<file path="config.mk">
export PLATFORM = sky130hd
export DESIGN_NAME = tomg_store_cell
export DESIGN_NICKNAME = d
export VERILOG_FILES = /design/src/design/tomg_pkg.sv /design/src/design/tomg_store_cell.sv
export SDC_FILE = /design/constraint.sdc
export NUM_CORES = 1
export LEC_CHECK = 0
export BUFFER_PORTS_ARGS = -buffer_cell sky130_fd_sc_hd__buf_2
export CAP_MARGIN = 0
export CORE_AREA = 5 5 150 152
export DETAILED_ROUTE_END_ITERATION = 10
export DIE_AREA = 0 0 155 157
export GPL_TIMING_DRIVEN = 0
export SKIP_LAST_GASP = 1
export SYNTH_ARGS = -nofsm -noshare
export SYNTH_HDL_FRONTEND = slang
export SYNTH_SLANG_ARGS = --single-unit
</file>
<file path="constraint.sdc">
create_clock -name clk_i -period 6.73 [get_ports clk_i]
set_input_delay 0 -clock clk_i [delete_from_list [all_inputs] [get_ports clk_i]]
set_output_delay 0 -clock clk_i [all_outputs]
set_load 0.05 [all_outputs]
</file>
<file path="src/design/tomg_pkg.sv">
`timescale 1ns / 1ps
`default_nettype none

package tomg_pkg;

  localparam int TIME_W      = 64;
  localparam int PAYLOAD_W   = 32;
  localparam int MODULE_W    = 4;
  localparam int MOD_CMP_W   = 9;

  localparam int DEF_NUM_MODULES  = 16;
  localparam int DEF_STORE_DEPTH  = 64;
  localparam int DEF_PAYLOAD_BITS = 32;

  typedef enum logic [1:0] {
    MODE_INSERT = 2'd0,
    MODE_SYNC   = 2'd1,
    MODE_CLEAR  = 2'd2,
    MODE_POP    = 2'd3
  } mode_e;

  typedef enum logic [1:0] {
    ST_OK      = 2'd0,
    ST_FULL    = 2'd1,
    ST_EMPTY   = 2'd2,
    ST_BAD_MOD = 2'd3
  } status_e;

  typedef enum logic [2:0] {
    S_IDLE,
    S_EXEC,
    S_MAX,
    S_SYNC_WR,
    S_MIN_GO,
    S_MIN,
    S_RESULT
  } fsm_e;

  typedef struct packed {
    logic [1:0]           mode;
    logic [MODULE_W-1:0]  module_index;
    logic [MODULE_W-1:0]  other_module;
    logic [TIME_W-1:0]    event_time;
    logic [PAYLOAD_W-1:0] event_payload;
  } tomg_in_t;

  typedef struct packed {
    logic                 release_ready;
    logic                 store_empty;
    logic [TIME_W-1:0]    horizon_time;
    logic [TIME_W-1:0]    earliest_time;
    logic                 popped_valid;
    logic [TIME_W-1:0]    popped_time;
    logic [PAYLOAD_W-1:0] popped_payload;
    logic [1:0]           status;
  } tomg_out_t;

  typedef struct packed {
    logic insert;
    logic pop;
  } st_ctrl_t;

  typedef struct packed {
    logic clear;
    logic ins_en;
    logic sync_wr;
  } mc_ctrl_t;

  typedef struct packed {
    logic start;
    logic op_max;
  } red_ctrl_t;

endpackage

`default_nettype wire

</file>
<file path="src/design/tomg_store_cell.sv">
`timescale 1ns / 1ps
`default_nettype none

module tomg_store_cell
  import tomg_pkg::*;
#(
  parameter int PW = DEF_PAYLOAD_BITS
) (
  input  wire logic              clk_i,
  input  wire st_ctrl_t          ctrl_i,
  input  wire logic              occ_i,
  input  wire logic [TIME_W-1:0] new_time_i,
  input  wire logic [PW-1:0]     new_pay_i,
  input  wire logic              left_take_i,
  input  wire logic [TIME_W-1:0] left_time_i,
  input  wire logic [PW-1:0]     left_pay_i,
  input  wire logic [TIME_W-1:0] right_time_i,
  input  wire logic [PW-1:0]     right_pay_i,
  output logic                   take_o,
  output logic [TIME_W-1:0]      time_o,
  output logic [PW-1:0]          pay_o
);

  logic [TIME_W-1:0] time_q;
  logic [PW-1:0]     pay_q;

  // empty, or holds a later time: new beat lands here or left of here
  assign take_o = !occ_i || (time_q > new_time_i);
  assign time_o = time_q;
  assign pay_o  = pay_q;

  always_ff @(posedge clk_i) begin
    if (ctrl_i.insert) begin
      if (left_take_i) begin
        time_q <= left_time_i;
        pay_q  <= left_pay_i;
      end else if (take_o) begin
        time_q <= new_time_i;
        pay_q  <= new_pay_i;
      end
    end else if (ctrl_i.pop) begin
      time_q <= right_time_i;
      pay_q  <= right_pay_i;
    end
  end

endmodule

`default_nettype wire

</file>
==> flow_metrics.env <==
export IMPL_p_leak_nw=4.85
export IMPL_wire_per_inst_um=17.6
export IMPL_fp_row_count=53
export IMPL_worst_setup_path_type="reg2reg"
export IMPL_drive_above_1_share_pct=37.2
export IMPL_clk_pin_slew_ns=0.07
export IMPL_finalInstanceArea_sq_um=9710
export IMPL_synth_mux_area_share_pct=14.8
export IMPL_min_to="pay_o[25]$_DFFE_PP_"
export IMPL_grt_util_all_layers_pct=19.0
export IMPL_report_final_setup_viol=0
export IMPL_clock_sinks=96
export IMPL_nets=1470
export IMPL_syn_instance_count=651
export IMPL_synth_area_sq_um=6470
export IMPL_synth_cell_types=32
export IMPL_ir_drop_uv=146
export IMPL_vias_per_cell=4.65
export IMPL_globalplace_congestion=0.863
export IMPL_antenna_left=0
export IMPL_pin_count=390
export IMPL_cp_max_fo=26
export IMPL_clk_latency_ns=0.35
export IMPL_hold_depth=3
export IMPL_placedInstanceArea_sq_um=8830
export IMPL_layout_commonest_cell="buf_2"
export IMPL_cp_common_cell="buf_12"
export IMPL_cp_end_kind="flip-flop"
export IMPL_cts_tree="done"
export IMPL_status="completed"
export IMPL_post_cts_buffers=0
export IMPL_r2r_end="time_o[35]$_DFFE_PP_"
export IMPL_finalCritPeriodShare_pct=57.6
export IMPL_path_cells="ha_1 > nand4_2 > nor4_2 > or4b_4 > o21ai_0 > a211oi_1 > a21oi_4 > buf_12 > buf_12"
export IMPL_clockBufferDepth=2
export IMPL_hold_worst_slack_ns=0.0132
export IMPL_synth_area_leaders="edfxtp_1 45%, mux2i_1 15%, ha_1 12%, a21oi_1 9.4%, nor2_1 6.0%"
export IMPL_startpoint_type="flip-flop"
export IMPL_synth_simple_area_share_pct=10.1
export IMPL_synth_seq_cells=96
export IMPL_dp_hpwl_mm=20.1
export IMPL_slew_violations=0
export IMPL_grt_setup_unrepaired="no"
export IMPL_synthXorXnorAreaFrac_pct=0
export IMPL_synth_compound_area_share_pct=12.3
export IMPL_hold_buffers=61
export IMPL_die_area_sq_um=24300
export IMPL_ys_warn_count=0
export IMPL_timing_rr_start="time_o[51]$_DFFE_PP_"
export IMPL_r2r_slack_ns=2.85
export IMPL_tightest_slew_ns=0.802
export IMPL_netlist_area_leader_share_pct=44.5
export IMPL_detail_route_iter0_violations=316
export IMPL_finalHoldViolations=0
export IMPL_grt_pass1_wl_mm=36.0
export IMPL_cap_violations=0
export IMPL_postLayoutCoreUtil_pct=46.5
export IMPL_cp_slowest_cell="a21oi_4"
export IMPL_hold_class="in2reg"
export IMPL_ctsResizeCount=0
export IMPL_cts_made_buffers=9
export IMPL_synth_top_family_by_area="multiplexers"
export IMPL_final_min_clock_period_ns=3.88
export IMPL_drc=0
export IMPL_gr_total_overflow=0
export IMPL_grt_max_degree=31
export IMPL_initial_core_util_pct=31.0
export IMPL_layout_area_overhead_vs_synth_pct=50.1
export IMPL_power_density_nw_per_um2=198
export IMPL_setup_tns_final_ns=0
export IMPL_rr_worst_depth=9
export IMPL_slew_headroom_pct=46.5
export IMPL_yosysSeqAreaShare_pct=44.5
export IMPL_syn_num_nets=1008
export IMPL_drt_first_pass_iters=7
export IMPL_critPathRequiredTime_ns=6.77
export IMPL_yosys_area_share_adder_pct=12.4
export IMPL_die_w_um=155
export IMPL_synth_top_area_cell="edfxtp_1"
export IMPL_vias=6486
export IMPL_worstPathArrival_ns=3.92
export IMPL_cts_max_level=3
export IMPL_core_area_sq_um=20900
export IMPL_syn_avg_cell_area_sq_um=9.94
export IMPL_slowest_delay_ns=0.64
export IMPL_io_buffer_count=387
export IMPL_routed_wl_mm=24.6
export IMPL_antenna_found_initial=2
export IMPL_min_delay_start="right_pay_i[25]"
export IMPL_die_y_um=157
export IMPL_mostFrequentLayoutCells="392 x buf_2, 121 x a21oi_1, 103 x nor2_1"
export IMPL_cts_root_buf="clkbuf_16"
export IMPL_grt_pass1_vias=6790
export IMPL_max_freq_ghz=0.258
export IMPL_finClkSkew_ns=0.00726
==> cells in the mapped netlist <==
| cell | n |
|---|---|
| or4b_4 | 1 |
| o22ai_1 | 1 |
| nor4_1 | 1 |
| nand3b_1 | 1 |
| clkbuf_1 | 23 |
| o22a_1 | 1 |
| o221a_2 | 1 |
| nor4_4 | 1 |
| ha_1 | 64 |
| o21ai_0 | 7 |
| a221oi_1 | 4 |
| or2_1 | 1 |
| nand3_1 | 6 |
| o2bb2ai_1 | 1 |
| nand4_1 | 6 |
| a21oi_1 | 122 |
| inv_1 | 66 |
| o21a_1 | 2 |
| mux2i_1 | 96 |
| edfxtp_1 | 96 |
| a22oi_1 | 1 |
| o211ai_1 | 1 |
| o21ai_1 | 1 |
| a211oi_1 | 3 |
| nand4_2 | 2 |
| nand2_1 | 22 |
| buf_2 | 5 |
| nor2_1 | 103 |
| a21o_1 | 3 |
| nor4_2 | 1 |
| buf_1 | 5 |
| and4_1 | 3 |
==> logic make-up after synthesis <==
kind of cell | after synthesis
buf+inv | 99
mux | 96
fa+ha+maj | 64
simple gates | 148
compound gates | 148
flops | 96
==> per-stage QoR <==
stage | power (mW) | cells | setup WS (ns)
4_1_cts | 1.95 | 1393 | 2.77
6_report | 1.92 | 1395 | 2.85
3_5_place_dp | 1.43 | 1316 | 2.79
2_1_floorplan | 1.19 | 651 | 1.30
5_1_grt | 2.02 | 1394 | 2.58
3_3_place_gp | 1.42 | 1313 | -0.515
==> flip-flops by register name (all words and copies together), names as in the netlist <==
register	cells
time_o	64
pay_o	32
==> worst max path at each step <==
stage / cells past startpoint / from / slack [ns] / to
2_1_floorplan: 7 / time_o[51]$_DFFE_PP_ / 1.30 / pay_o[0]$_DFFE_PP_
3_3_place_gp: 7 / time_o[54]$_DFFE_PP_ / -0.51 / pay_o[4]$_DFFE_PP_
3_5_place_dp: 9 / time_o[51]$_DFFE_PP_ / 2.79 / time_o[35]$_DFFE_PP_
4_1_cts: 9 / time_o[54]$_DFFE_PP_ / 2.77 / time_o[14]$_DFFE_PP_
5_1_grt: 9 / time_o[51]$_DFFE_PP_ / 2.58 / time_o[32]$_DFFE_PP_
6_report: 9 / time_o[51]$_DFFE_PP_ / 2.85 / time_o[35]$_DFFE_PP_
==> report_power, final <==
part           total, mW  leakage [nW]  internal [mW]  switching [mW]
logic              0.675          3.77          0.234           0.442
clock network      0.488         0.123          0.250           0.238
registers          0.761         0.950          0.735          0.0264
total               1.92          4.85           1.22           0.706
==> layout make-up <==
class	instances	area (sq um)
clock buffer	9	225
buffer	33	130
fill	2061	11200
inverter	66	248
tap	275	344
antenna	2	5.00
clock inverter	7	47.5
timing repair buffer	451	2610
multi-input combinational	456	3220
sequential	96	2880
==> worst max-delay path, delay by kind of cell, from the launching register on <==
| kind | cells | cell delay, ns |
|---|---|---|
| AO/OA/AOI/OAI | 3 | 1.21 |
| AND/OR/NAND/NOR | 3 | 1.11 |
| buffers and inverters | 2 | 0.48 |
| flip-flops | 1 | 0.39 |
| adder cells (fa/ha/maj) | 1 | 0.34 |
==> metal layers <==
| layer | routed length, um | share of wire, % | GRT usage, % | vias up |
|---|---|---|---|---|
| li1 | - | - | - | 3264 |
| met1 | 9560 | 39 | 21.7 | 2912 |
| met2 | 12500 | 51 | 34.4 | 264 |
| met3 | 1790 | 7.3 | 4.48 | 46 |
| met4 | 736 | 3.0 | 7.49 | 0 |
| met5 | 0 | 0 | 0 | - |
Note: power is estimated with default switching activity, not from simulation.
