===== src/design/tomg_pkg.sv =====
`timescale 1ns / 1ps
`default_nettype none

package tomg_pkg;

  localparam int TIME_W      = 64;
  localparam int PAYLOAD_W   = 32;
  localparam int MODULE_W    = 4;
  localparam int MOD_CMP_W   = 9;

  localparam int DEF_NUM_MODULES  = 16;
  localparam int DEF_STORE_DEPTH  = 64;
  localparam int DEF_PAYLOAD_BITS = 32;

  typedef enum logic [1:0] {
    MODE_INSERT = 2'd0,
    MODE_SYNC   = 2'd1,
    MODE_CLEAR  = 2'd2,
    MODE_POP    = 2'd3
  } mode_e;

  typedef enum logic [1:0] {
    ST_OK      = 2'd0,
    ST_FULL    = 2'd1,
    ST_EMPTY   = 2'd2,
    ST_BAD_MOD = 2'd3
  } status_e;

  typedef enum logic [2:0] {
    S_IDLE,
    S_EXEC,
    S_MAX,
    S_SYNC_WR,
    S_MIN_GO,
    S_MIN,
    S_RESULT
  } fsm_e;

  typedef struct packed {
    logic [1:0]           mode;
    logic [MODULE_W-1:0]  module_index;
    logic [MODULE_W-1:0]  other_module;
    logic [TIME_W-1:0]    event_time;
    logic [PAYLOAD_W-1:0] event_payload;
  } tomg_in_t;

  typedef struct packed {
    logic                 release_ready;
    logic                 store_empty;
    logic [TIME_W-1:0]    horizon_time;
    logic [TIME_W-1:0]    earliest_time;
    logic                 popped_valid;
    logic [TIME_W-1:0]    popped_time;
    logic [PAYLOAD_W-1:0] popped_payload;
    logic [1:0]           status;
  } tomg_out_t;

  typedef struct packed {
    logic insert;
    logic pop;
  } st_ctrl_t;

  typedef struct packed {
    logic clear;
    logic ins_en;
    logic sync_wr;
  } mc_ctrl_t;

  typedef struct packed {
    logic start;
    logic op_max;
  } red_ctrl_t;

endpackage

`default_nettype wire


===== src/design/tomg_reduce.sv =====
`timescale 1ns / 1ps
`default_nettype none

module tomg_reduce
  import tomg_pkg::*;
#(
  parameter int N = DEF_NUM_MODULES
) (
  input  wire logic                     clk_i,
  input  wire logic                     rst_ni,
  input  wire red_ctrl_t                ctrl_i,
  input  wire logic [N-1:0]             sel_i,
  input  wire logic [N-1:0][TIME_W-1:0] vals_i,
  output logic                          done_o,
  output logic [TIME_W-1:0]             result_o
);

  localparam int LV  = (N > 1) ? $clog2(N) : 1;
  localparam int P   = 1 << LV;
  localparam int LVW = $clog2(LV + 1);

  logic [TIME_W-1:0] red_q [P];
  logic [TIME_W-1:0] ld    [P];
  logic              busy_q, done_q, op_max_q;
  logic [LVW-1:0]    lvl_q;

  for (genvar j = 0; j < P; j++) begin : g_ld
    if (j < N) begin : g_real
      assign ld[j] = ctrl_i.op_max ? (sel_i[j] ? vals_i[j] : '0) : vals_i[j];
    end else begin : g_pad
      assign ld[j] = ctrl_i.op_max ? '0 : '1;
    end
  end

  always_ff @(posedge clk_i) begin
    if (ctrl_i.start) begin
      for (int j = 0; j < P; j++) begin
        red_q[j] <= ld[j];
      end
    end else if (busy_q) begin
      for (int j = 0; j < P / 2; j++) begin
        if (op_max_q) begin
          red_q[j] <= (red_q[2*j] > red_q[2*j+1]) ? red_q[2*j] : red_q[2*j+1];
        end else begin
          red_q[j] <= (red_q[2*j] < red_q[2*j+1]) ? red_q[2*j] : red_q[2*j+1];
        end
      end
    end
  end

  always_ff @(posedge clk_i or negedge rst_ni) begin
    if (!rst_ni) begin
      busy_q   <= 1'b0;
      done_q   <= 1'b0;
      op_max_q <= 1'b0;
      lvl_q    <= '0;
    end else begin
      done_q <= 1'b0;
      if (ctrl_i.start) begin
        busy_q   <= 1'b1;
        op_max_q <= ctrl_i.op_max;
        lvl_q    <= '0;
      end else if (busy_q) begin
        lvl_q <= lvl_q + 1'b1;
        if (lvl_q == LVW'(LV - 1)) begin
          busy_q <= 1'b0;
          done_q <= 1'b1;
        end
      end
    end
  end

  assign done_o   = done_q;
  assign result_o = red_q[0];

endmodule

`default_nettype wire


===== config.mk =====
export PLATFORM = sky130hd
export DESIGN_NAME = tomg_reduce
export DESIGN_NICKNAME = d
export VERILOG_FILES = /design/src/design/tomg_pkg.sv /design/src/design/tomg_reduce.sv
export SDC_FILE = /design/constraint.sdc
export NUM_CORES = 2
export LEC_CHECK = 0
export ABC_CLOCK_PERIOD_IN_PS = 7200
export BUFFER_PORTS_ARGS = -buffer_cell sky130_fd_sc_hd__buf_2
export CAP_MARGIN = 40
export CORE_AREA = 2 2 437 439
export DETAILED_ROUTE_END_ITERATION = 16
export DIE_AREA = 0 0 439 441
export PLACE_DENSITY = 0.58
export SYNTH_ARGS = -nofsm -noshare
export SYNTH_HDL_FRONTEND = slang
export SYNTH_SLANG_ARGS = --single-unit

===== constraint.sdc =====
create_clock -name clk_i -period 7.2 [get_ports clk_i]
set_input_delay 1.44 -clock clk_i [delete_from_list [all_inputs] [get_ports clk_i]]
set_output_delay 1.44 -clock clk_i [all_outputs]
set_load 0.02 [all_outputs]

==> metrics.txt <==
synth warn 0; Post-DRT Antenna Nets 0; share of cells above drive strength 1 20.5%; dpl hpwl 216,000 µm; hold crit path type in2async; First-pass DRT Iterations 6; Max VDD drop 0.217 mV; Clk pin slew, worst setup/hold paths 60 ps; clock period minus worst slack 4980 ps; Routed WL 275,000 µm; first-pass GRT wire length 374,000 µm; Clock Skew 34.7 ps; critical path peak fanout 65; clk root buf clkbuf_16; sequential area share after synthesis 49.1%; Worst EP required 7650 ps; Worst path most repeated cell nand4_1; synth top area cells edfxtp_1, ha_1, mux2i_1; CTS Sinks 1,030; DRC 0; RSZ-0062 raised after global routing no; Leakage 32.4 nW; Slowest-stage cell, CP o221ai_1; initial antenna violation count 171; FF-to-FF path depth 10; routed wire length per instance 28.6 µm; CTS max path bufs 3; Synth top area share 48.9%; crit-path cells ha_1 -> nand4_1 -> nor4_1 -> nand4_1 -> nor2_1 -> a211oi_1 -> a21oi_4 -> buf_4 -> a21oi_1 -> o221ai_1; status finished clean; Core Box Area 0.189 mm²; Max-Cap Viols 0; # rows 160; fillers 18,535; count of flip-flops with a built-in enable after synthesis 1,024; vias in the first global route 50,179; Inserted Clock Buffers 130; Synth area leader edfxtp_1; Hold Buf Count CTS 0; flop and latch count out of synthesis 1,030; largest net degree at the start of global routing 145; CP endpoint kind flop; Worst slew margin 30.7%; Nets 8,457; DIE AREA 0.194 mm²; detailed-route via count 53,019; Critical Path AT 5430 ps; cells resized by post-CTS repair 0; Worst Tran Pin Value 1040 ps; Primary FF master, synth edfxtp_1; total grt overflow 0; chip width 439 µm; fin cells 9,637; Setup TNS 0 ps; Synth Area per Inst 10.5 µm²; GRT Total Usage 27.4%; total power per unit cell area 306 mW/mm²; Die Span Y 441 µm; Buffers on Ports 1,108; DP Cell Count 9,278; endpoints failing setup 0; CP peak stage delay 820 ps; Mapped Area 0.0629 mm²; Via density 5.50; Final Hold Vio Count 0; CTS tree yes; Crit Path Category reg2reg; Initial Util 33.3%; fin. max-slew vios 0; post-CTS setup buffer count 0; post-synth cell types 60; cells after synthesis 5,972; crit start category flop; DR iter-0 viols 5,706; top-level I/O count 1,109; post-synthesis async set-or-reset flop share 0.583%; Max Freq 0.201 GHz; latest clock arrival within the worst-skew pair 790 ps; H-tree Lvls 4; gp weighted congestion 0.958; period utilization 69.2%; syn_nets 7,530; Area Growth Syn to Fin 20.2%
==> layer usage <==
metal / wire length [µm] / vias to the layer above / global-route usage (%)
li1: - / 23863 / -
met5: 143 / - / 0
met1: 115000 / 25987 / 36.3
met3: 18300 / 583 / 3.77
met2: 125000 / 2564 / 42.2
met4: 16500 / 22 / 17.1
==> through the flow <==
step | hold slack (ps) | total power, mW | worst slack, ps | utilization [%] | cell area (µm²)
floorplan | 490 | 13.6 | 1760 | - | 62900
global placement | 511 | 16.4 | 1500 | 37.3 | 70600
detailed placement | 528 | 16.6 | 2230 | 37.6 | 71100
CTS | 402 | 23.2 | 2200 | 39.8 | 75300
global route | 432 | 24.3 | 1990 | 39.9 | 75500
finish | 480 | 23.2 | 2220 | 40.0 | 75600
==> report_power, final <==
part | internal [mW] | switching, mW
clock | 3.80 | 2.72
sequential | 8.03 | 1.27
combinational | 2.82 | 4.52
==> placed cells by master (no fill, tap or decap), types with 8 or more instances in the layout <==
master,Yosys,layout
buf_4,67,56
nor4_1,15,15
nand2_1,603,598
a221oi_1,10,10
clkbuf_1,294,26
nand3_1,150,149
and4_1,11,11
nor2b_1,15,14
a21o_1,36,35
a21oi_1,462,450
edfxtp_1,1024,1024
buf_16,0,9
o311ai_0,36,34
o21ai_0,306,305
a221o_1,159,159
nand2b_1,14,9
clkbuf_16,0,136
a2111oi_0,11,10
a211oi_1,17,17
and2_1,515,514
bufinv_16,0,9
a21oi_4,0,11
mux2_1,30,30
buf_2,23,1106
ha_1,514,514
o221ai_1,197,197
a31oi_1,9,9
diode_2,0,127
clkinv_2,0,18
inv_1,534,534
nor3_1,19,19
and3_1,11,11
buf_12,0,19
mux2i_1,416,414
clkinv_1,0,26
nand4_1,106,106
nor2_1,265,264
o211ai_1,8,8
mux2_2,20,20
==> synthesized netlist by cell type, types with 5 or more instances <==
library cell  count
o221ai_1        197
o31ai_1           5
a21o_1           36
a221oi_1         10
nand2_1         603
nor4_1           15
nor2b_1          15
and2_1          515
o311ai_0         36
nand3_1         150
a221o_1         159
nor2_1          265
a31oi_1           9
mux2i_1         416
buf_4            67
a211oi_1         17
and4_1           11
clkbuf_1        294
a2111oi_0        11
nor3_1           19
dfrtp_1           6
edfxtp_1       1024
and3_1           11
inv_1           534
buf_2            23
o21ai_0         306
ha_1            514
buf_1            13
mux2_2           20
nand2b_1         14
a21oi_1         462
nand4_1         106
o211ai_1          8
mux2_1           30
==> final cells by class <==
class | count | area (µm²) | area share [%]
clock inverters | 68 | 636 | 0.841
well taps | 2511 | 3140 | 4.16
multi-input cells | 4007 | 28400 | 37.6
diodes | 127 | 318 | 0.420
clock buffers | 164 | 3530 | 4.67
repair buffers | 1196 | 6630 | 8.76
flip-flops and latches | 1030 | 30900 | 40.9
inverters | 534 | 2000 | 2.65
==> worst max-delay path, delay by kind of cell (launching register included) <==
| family | cells | cell delay [ps] |
|---|---|---|
| adders and majority gates | 1 | 360 |
| and+or+nand+nor | 4 | 1460 |
| AOI/OAI and AO/OA | 4 | 1730 |
| buffers and inverters | 1 | 630 |
| DFF | 1 | 410 |
==> state kept, by name, indices dropped and copies added (netlist names) <==
name and flops:
lvl_q 3, done_o 1, busy_q 1, red_q 1024, op_max_q 1
==> path summary, 6_finish.rpt <==
kind,startpoint,end,slack [ps]
worst min-delay path,rst_ni,lvl_q[2]$_DFFE_PN0P_,480
max in group asynchronous,rst_ni,op_max_q$_DFFE_PN0P_,6560
worst max-delay path,red_q[1][190]$_DFFE_PP_,red_q[0][342]$_DFFE_PP_,2220
min in group clk_i,lvl_q[1]$_DFFE_PN0P_,lvl_q[1]$_DFFE_PN0P_,540
worst max register to register,red_q[1][190]$_DFFE_PP_,red_q[0][342]$_DFFE_PP_,2220
worst min register to register,lvl_q[1]$_DFFE_PN0P_,lvl_q[1]$_DFFE_PN0P_,540
==> kinds of logic (layout without fill, tap and decap cells) <==
group / after synthesis / in the layout / synth area share [%]
AO/OA/AOI/OAI: 1287 / 1287 / 13.5
XOR/XNOR: 1 / 1 / 0.0139
adder cells (fa/ha/maj): 514 / 514 / 10.2
buffers and inverters: 935 / 1962 / 6.07
flip-flops: 1030 / 1030 / 49.1
multiplexers: 466 / 466 / 7.51
other: 0 / 127 / 0
AND/OR/NAND/NOR: 1739 / 1739 / 13.6
(Power assumes the default switching activity.)
