### src/design/tomg_pkg.sv
`timescale 1ns / 1ps
`default_nettype none

package tomg_pkg;

  localparam int TIME_W      = 64;
  localparam int PAYLOAD_W   = 32;
  localparam int MODULE_W    = 4;
  localparam int MOD_CMP_W   = 9;

  localparam int DEF_NUM_MODULES  = 16;
  localparam int DEF_STORE_DEPTH  = 64;
  localparam int DEF_PAYLOAD_BITS = 32;

  typedef enum logic [1:0] {
    MODE_INSERT = 2'd0,
    MODE_SYNC   = 2'd1,
    MODE_CLEAR  = 2'd2,
    MODE_POP    = 2'd3
  } mode_e;

  typedef enum logic [1:0] {
    ST_OK      = 2'd0,
    ST_FULL    = 2'd1,
    ST_EMPTY   = 2'd2,
    ST_BAD_MOD = 2'd3
  } status_e;

  typedef enum logic [2:0] {
    S_IDLE,
    S_EXEC,
    S_MAX,
    S_SYNC_WR,
    S_MIN_GO,
    S_MIN,
    S_RESULT
  } fsm_e;

  typedef struct packed {
    logic [1:0]           mode;
    logic [MODULE_W-1:0]  module_index;
    logic [MODULE_W-1:0]  other_module;
    logic [TIME_W-1:0]    event_time;
    logic [PAYLOAD_W-1:0] event_payload;
  } tomg_in_t;

  typedef struct packed {
    logic                 release_ready;
    logic                 store_empty;
    logic [TIME_W-1:0]    horizon_time;
    logic [TIME_W-1:0]    earliest_time;
    logic                 popped_valid;
    logic [TIME_W-1:0]    popped_time;
    logic [PAYLOAD_W-1:0] popped_payload;
    logic [1:0]           status;
  } tomg_out_t;

  typedef struct packed {
    logic insert;
    logic pop;
  } st_ctrl_t;

  typedef struct packed {
    logic clear;
    logic ins_en;
    logic sync_wr;
  } mc_ctrl_t;

  typedef struct packed {
    logic start;
    logic op_max;
  } red_ctrl_t;

endpackage

`default_nettype wire

### src/design/tomg_module_cell.sv
`timescale 1ns / 1ps
`default_nettype none

module tomg_module_cell
  import tomg_pkg::*;
(
  input  wire logic              clk_i,
  input  wire logic              rst_ni,
  input  wire mc_ctrl_t          ctrl_i,
  input  wire logic              hit_a_i,
  input  wire logic              hit_b_i,
  input  wire logic [TIME_W-1:0] time_i,
  input  wire logic [TIME_W-1:0] mx_i,
  output logic [TIME_W-1:0]      latest_o
);

  logic [TIME_W-1:0] latest_q, latest_d;

  always_comb begin
    latest_d = latest_q;
    if (ctrl_i.clear) begin
      latest_d = '0;
    end else if (ctrl_i.ins_en && hit_a_i && (time_i > latest_q)) begin
      latest_d = time_i;
    end else if (ctrl_i.sync_wr && (hit_a_i || hit_b_i)) begin
      latest_d = mx_i;
    end
  end

  always_ff @(posedge clk_i or negedge rst_ni) begin
    if (!rst_ni) begin
      latest_q <= '0;
    end else begin
      latest_q <= latest_d;
    end
  end

  assign latest_o = latest_q;

endmodule

`default_nettype wire

### config.mk
export PLATFORM = sky130hd
export DESIGN_NAME = tomg_module_cell
export DESIGN_NICKNAME = d
export VERILOG_FILES = /design/src/design/tomg_pkg.sv /design/src/design/tomg_module_cell.sv
export SDC_FILE = /design/constraint.sdc
export NUM_CORES = 1
export LEC_CHECK = 0
export BUFFER_PORTS_ARGS = -buffer_cell sky130_fd_sc_hd__buf_2
export CAP_MARGIN = 20
export CORE_ASPECT_RATIO = 1.25
export CORE_UTILIZATION = 40
export CTS_CLUSTER_DIAMETER = 40
export DETAILED_ROUTE_END_ITERATION = 8
export PLACE_DENSITY_LB_ADDON = 0.1
export SLEW_MARGIN = 20
export SYNTH_ARGS = -nofsm -noshare
export SYNTH_HDL_FRONTEND = slang
export SYNTH_SLANG_ARGS = --single-unit
export TNS_END_PERCENT = 10
### constraint.sdc
create_clock -name clk_i -period 7 [get_ports clk_i]
set_clock_uncertainty 0.05 [all_clocks]
set_input_delay 0.7 -clock clk_i [delete_from_list [all_inputs] [get_ports clk_i]]
set_output_delay 0.7 -clock clk_i [all_outputs]
set_load 0.02 [all_outputs]
==> results of run 1 <==
stage by stage:
stage                     area (sq um)  util (%)
after floorplan                   5319         -
after global placement            6395     49.82
after detailed placement          6395     49.82
after CTS                         6656     51.86
after global routing              6660     51.89
final                             6660     51.89
logic make-up after synthesis:
group,count (synthesis),share of synthesized area [%]
and+or+nand+nor,173,16.87
muxes,1,0.1882
DFF,64,30.11
buffers and inverters,110,8.516
adders and majority gates,64,15.06
AOI/OAI and AO/OA,246,29.26
path summary, 6_finish.rpt:
| kind | slack [ns] | cells past startpoint | from | end |
|---|---|---|---|---|
| min in group clk_i | 0.62 | 4 | latest_o[57] | latest_o[57] |
| worst max register to register | 3.38 | 10 | latest_o[11] | latest_o[9] |
| max in group asynchronous | 5.87 | 1 | rst_ni | latest_o[25] |
| worst max-delay path | 3.29 | 10 | time_i[11] | latest_o[9] |
| worst min register to register | 0.62 | 4 | latest_o[57] | latest_o[57] |
| worst min-delay path | 0.45 | 1 | rst_ni | latest_o[62] |
cell usage after synthesis (2+ instances only):
cell | instances | area (sq um)
a211oi_1 | 50 | 375.4
a211oi_2 | 17 | 212.7
buf_1 | 2 | 7.510
o21a_1 | 2 | 15.01
a21o_1 | 6 | 45.04
nand2b_1 | 63 | 394.1
o211a_1 | 2 | 20.02
a21oi_1 | 88 | 440.4
nor2_1 | 4 | 15.01
nand4_1 | 12 | 75.07
dfrtp_1 | 64 | 1602
buf_2 | 5 | 25.02
nor4_1 | 2 | 12.51
ha_1 | 64 | 800.8
or4_1 | 2 | 15.01
inv_1 | 65 | 244.0
nand3_1 | 6 | 30.03
o211ai_1 | 2 | 15.01
o21ai_0 | 69 | 345.3
clkbuf_1 | 31 | 116.4
nor3_1 | 2 | 10.01
buf_6 | 2 | 22.52
buf_4 | 5 | 37.54
nand2_1 | 78 | 292.8
power by group:
part           total [mW]  switching (mW)  internal (mW)  leakage [nW]
registers           0.429          0.0203          0.408         0.829
clock network       0.411           0.159          0.252         0.130
logic               0.442           0.273          0.168          2.38
per-layer routing:
layer | wire [um] | vias to the layer above
met5 | 8 | -
met4 | 194 | 2
met3 | 920 | 14
met2 | 8093 | 150
met1 | 6991 | 2472
li1 | - | 2653
layout make-up:
class	instances	area, sq um	share of cell area [%]
clock buffer	12	256.5	3.851
clock inverter	1	5.005	0.07515
inverter	65	244.0	3.663
multi-input combinational	484	3286	49.33
sequential	64	1602	24.05
tap	168	210.2	3.156
timing repair buffer	206	1057	15.87
critical path, delay by kind of cell:
family	cells	cell delay, ns
compound gates	6	1.46
fa+ha+maj	1	0.32
buf+inv	2	0.72
simple gates	1	0.61
==> flow_metrics.env, run 1 <==
export IMPL_tightestPinTransition_ns=0.9022
export IMPL_final_common_cell="buf_2"
export IMPL_synth_edf_count=0
export IMPL_cts_sinks=64
export IMPL_clk_path_buf_depth=2
export IMPL_setup_ws_ns=3.288
export IMPL_synthCells=658
export IMPL_diodes=0
export IMPL_rsz0062_at_grt="no"
export IMPL_die_area_sq_um=13770
export IMPL_layout_common_cells="buf_2, a21oi_1, nand2_1, o21ai_0, inv_1"
export IMPL_initial_core_util_pct=41.44
export IMPL_grt_start_max_net_pins=128
export IMPL_worstSkewPairLatency_ns=0.33
export IMPL_relSlewSlack_pct=39.86
export IMPL_ys_async_sr_fraction_pct=100.0
export IMPL_ys_types=39
export IMPL_finalHoldViolCount=0
export IMPL_cts_root_buf="clkbuf_16"
export IMPL_fillers=1255
export IMPL_synth_seq_cells=64
export IMPL_dieWidth_um=105.1
export IMPL_gp_congestion=0.8300
export IMPL_critPathLaunchType="input pin"
export IMPL_vias=5291
export IMPL_area_delta_synth_final_pct=25.22
export IMPL_port_buffers=198
export IMPL_post_cts_resized=0
export IMPL_path_class="input pin to register"
export IMPL_clock_fmax_mhz=269.4
export IMPL_ant_nets=0
export IMPL_cts_buffers=9
export IMPL_nets=1029
export IMPL_hold_path_class="input pin to async pin"
export IMPL_crit_path_top_delay_cell="o21ai_4"
export IMPL_dp_cells=987
export IMPL_cpPeakStageDelay_ns=0.67
export IMPL_grt_overflow_total=0
export IMPL_layout_drive_gt1_share_pct=28.97
export IMPL_met3_usage_pct=5.010
export IMPL_io_pins=199
export IMPL_synth_fp_nets=857
export IMPL_grt_pass1_vias=5255
export IMPL_finalWorstPathRequiredPeriod_ns=3.712
export IMPL_drt_iter0_drc=266
export IMPL_antenna_found_initial=1
export IMPL_drtPass1Iterations=4
export IMPL_cp_end_kind="register"
export IMPL_worst_ep_required_time_ns=7.11
export IMPL_synth_area_sq_um=5319
export IMPL_yosys_warnings=0
export IMPL_wl_per_cell_um=16.21
export IMPL_synth_avg_cell_area_sq_um=8.083
export IMPL_cts_hold_buffers_added=0
export IMPL_leakage_nw=3.337
export IMPL_synth_flop_cell="dfrtp_1"
export IMPL_htreeDepth=3
export IMPL_core_sq_um=12830
export IMPL_status="completed"
export IMPL_instances_no_fill=1000
export IMPL_wl_um=16210
export IMPL_fin_crit_sh_pct=53.03
export IMPL_grt_usage_pct=23.91
export IMPL_path_cells="buf_2 > ha_1 > a21oi_1 > o21a_1 > a2bb2oi_1 > a31oi_1 > or4_1 > o21ai_4 > buf_4 > a211oi_1"
export IMPL_yosysSeqAreaShare_pct=30.11
export IMPL_setup_viol=0
export IMPL_clk_pin_slew_worst_paths_ns=0.05
export IMPL_ir_worst_vdd_mv=0.09959
export IMPL_power_density_nw_per_um2=192.5
export IMPL_busiest_layer="met2"
export IMPL_largest_reg_flops=64
export IMPL_fp_dieH_um=130.9
export IMPL_use_met1_pct=28.93
export IMPL_post_cts_setup_buffers=0
export IMPL_total_power_mw=1.282
export IMPL_grt_pass1_wl_um=25840
export IMPL_finalMaxSlewViolations=0
export IMPL_use_met2_pct=42.85
export IMPL_pre_cts_ws_ns=2.927
export IMPL_holdWs_ns=0.4459
export IMPL_crit_fanout=42
export IMPL_viasPerCell=5.291
export IMPL_cts_tree="done"
export IMPL_final_setup_tns_ns=0
export IMPL_drc=0
export IMPL_maxCapViolCount=0
export IMPL_rows=46
export IMPL_hpwl_um=11200
export IMPL_cp_arrival_ns=3.82
Note: power is estimated with default switching activity, not from simulation.
==> inputs of run 2 (changes only) <==
Clock period 7 ns to 3.15 ns, I/O delays scaled along.
==> run 2 against run 1 <==
Combinational power rose by 130%; clock power rose to 2.6 times the previous value; die area did not move; critical endpoint is now latest_o[37]; final cell count rose by 0.80%; worst hold slack got worse by 0.40 ns; clock-buffer cell count rose by 2; critical path depth did not move; non-clock buffer count rose by 5; first-iteration DRC count fell by 5.6%.
==> flow_metrics.env, run 2 (synthesized netlist as in run 1, its figures left out) <==
export IMPL_ant_nets=0
export IMPL_core_sq_um=12830
export IMPL_post_cts_resized=0
export IMPL_wl_per_cell_um=16.42
export IMPL_diodes=0
export IMPL_crit_fanout=30
export IMPL_worst_ep_required_time_ns=3.33
export IMPL_grt_pass1_vias=5384
export IMPL_final_setup_tns_ns=0
export IMPL_tightestPinTransition_ns=0.9285
export IMPL_fp_dieH_um=130.9
export IMPL_path_class="register to register"
export IMPL_holdWs_ns=0.04195
export IMPL_critPathLaunchType="register"
export IMPL_grt_pass1_wl_um=26720
export IMPL_dieWidth_um=105.1
export IMPL_placed_area_sq_um=6482
export IMPL_largest_reg_flops=64
export IMPL_initial_core_util_pct=41.44
export IMPL_post_cts_setup_buffers=0
export IMPL_drc=0
export IMPL_relSlewSlack_pct=38.10
export IMPL_grt_overflow_total=0
export IMPL_cts_tree="done"
export IMPL_area_delta_synth_final_pct=27.88
export IMPL_maxCapViolCount=0
export IMPL_layout_drive_gt1_share_pct=29.64
export IMPL_rows=46
export IMPL_finalHoldViolCount=0
export IMPL_cp_arrival_ns=3.02
export IMPL_layout_common_cells="buf_2, a21oi_1, nand2_1, o21ai_0, inv_1"
export IMPL_grt_usage_pct=24.61
export IMPL_port_buffers=198
export IMPL_fin_util_pct=52.99
export IMPL_ir_worst_vdd_mv=0.2566
export IMPL_clk_path_buf_depth=2
export IMPL_hpwl_um=11650
export IMPL_htreeDepth=3
export IMPL_status="completed"
export IMPL_clk_pin_slew_worst_paths_ns=0.06
export IMPL_wl_um=16550
export IMPL_clock_fmax_mhz=351.6
export IMPL_antenna_found_initial=1
export IMPL_finalMaxSlewViolations=0
export IMPL_hold_path_class="input pin to async pin"
export IMPL_rsz0062_at_grt="no"
export IMPL_cts_root_buf="clkbuf_16"
export IMPL_fin_crit_sh_pct=90.30
export IMPL_final_common_cell="buf_2"
export IMPL_setup_viol=0
export IMPL_io_pins=199
export IMPL_power_density_nw_per_um2=445.8
export IMPL_cp_end_kind="register"
export IMPL_worstSkewPairLatency_ns=0.34
export IMPL_cts_buffers=9
export IMPL_leakage_nw=3.411
export IMPL_finalWorstPathRequiredPeriod_ns=2.844
export IMPL_drtPass1Iterations=6
export IMPL_cts_hold_buffers_added=0
export IMPL_vias=5391
export IMPL_final_area_sq_um=6802
export IMPL_viasPerCell=5.348
export IMPL_cts_sinks=64
export IMPL_die_area_sq_um=13770
export IMPL_drt_iter0_drc=251
export IMPL_gp_congestion=0.8153
export IMPL_nets=1034
export IMPL_grt_start_max_net_pins=128
## run 2: final timing paths
check,start,end,slack (ns),cells past startpoint
max in group asynchronous,rst_ni,latest_o[54],2.37,1
setup / recovery,latest_o[55],latest_o[37],0.31,10
hold / removal,rst_ni,latest_o[61],0.04,1
min in group clk_i,mx_i[21],latest_o[21],0.27,3
hold reg to reg,latest_o[36],latest_o[36],0.60,4
setup reg to reg,latest_o[55],latest_o[37],0.31,10
## run 2: power breakdown
part	internal [mW]	switching [mW]
registers	0.907	0.0440
logic	0.390	0.611
clock network	0.699	0.382
## run 2: per-layer routing
metal / wire (um) / vias up / global-route usage, % / part of all wire, %
li1: - / 2674 / - / -
met1: 7080 / 2527 / 29.52 / 43
met2: 8249 / 164 / 44.49 / 50
met3: 938 / 24 / 4.712 / 5.7
met4: 268 / 2 / 8.119 / 1.6
met5: 13 / - / 0 / 0.079
## run 2: layout make-up
| cell class | count | area [sq um] |
|---|---|---|
| Multi-Input combinational cell | 484 | 3286 |
| Fill cell | 1289 | 6033 |
| Sequential cell | 64 | 1602 |
| Clock buffer | 14 | 284.0 |
| Timing Repair Buffer | 211 | 1141 |
| Clock inverter | 2 | 35.03 |
| Tap cell | 168 | 210.2 |
| Inverter | 65 | 244.0 |
## run 2: per-stage QoR
step	cells	power [mW]	setup WS (ns)
final	1008	3.032	0.3057
after global routing	1008	3.220	0.03361
after CTS	1008	3.067	0.2125
after detailed placement	992	1.970	0.1611
after global placement	992	1.956	0.2582
after floorplan	658	1.603	0.4838
## run 2: critical path, stage by stage (launching register included)
cell and delay, ns:
dfrtp_1 0.34, inv_1 0.06, ha_1 0.31, nand4_1 0.18, nor4_4 0.42, nand4_1 0.20, o311a_2 0.48, buf_4 0.26
nand2b_1 0.12, a21oi_1 0.04, a211oi_1 0.26
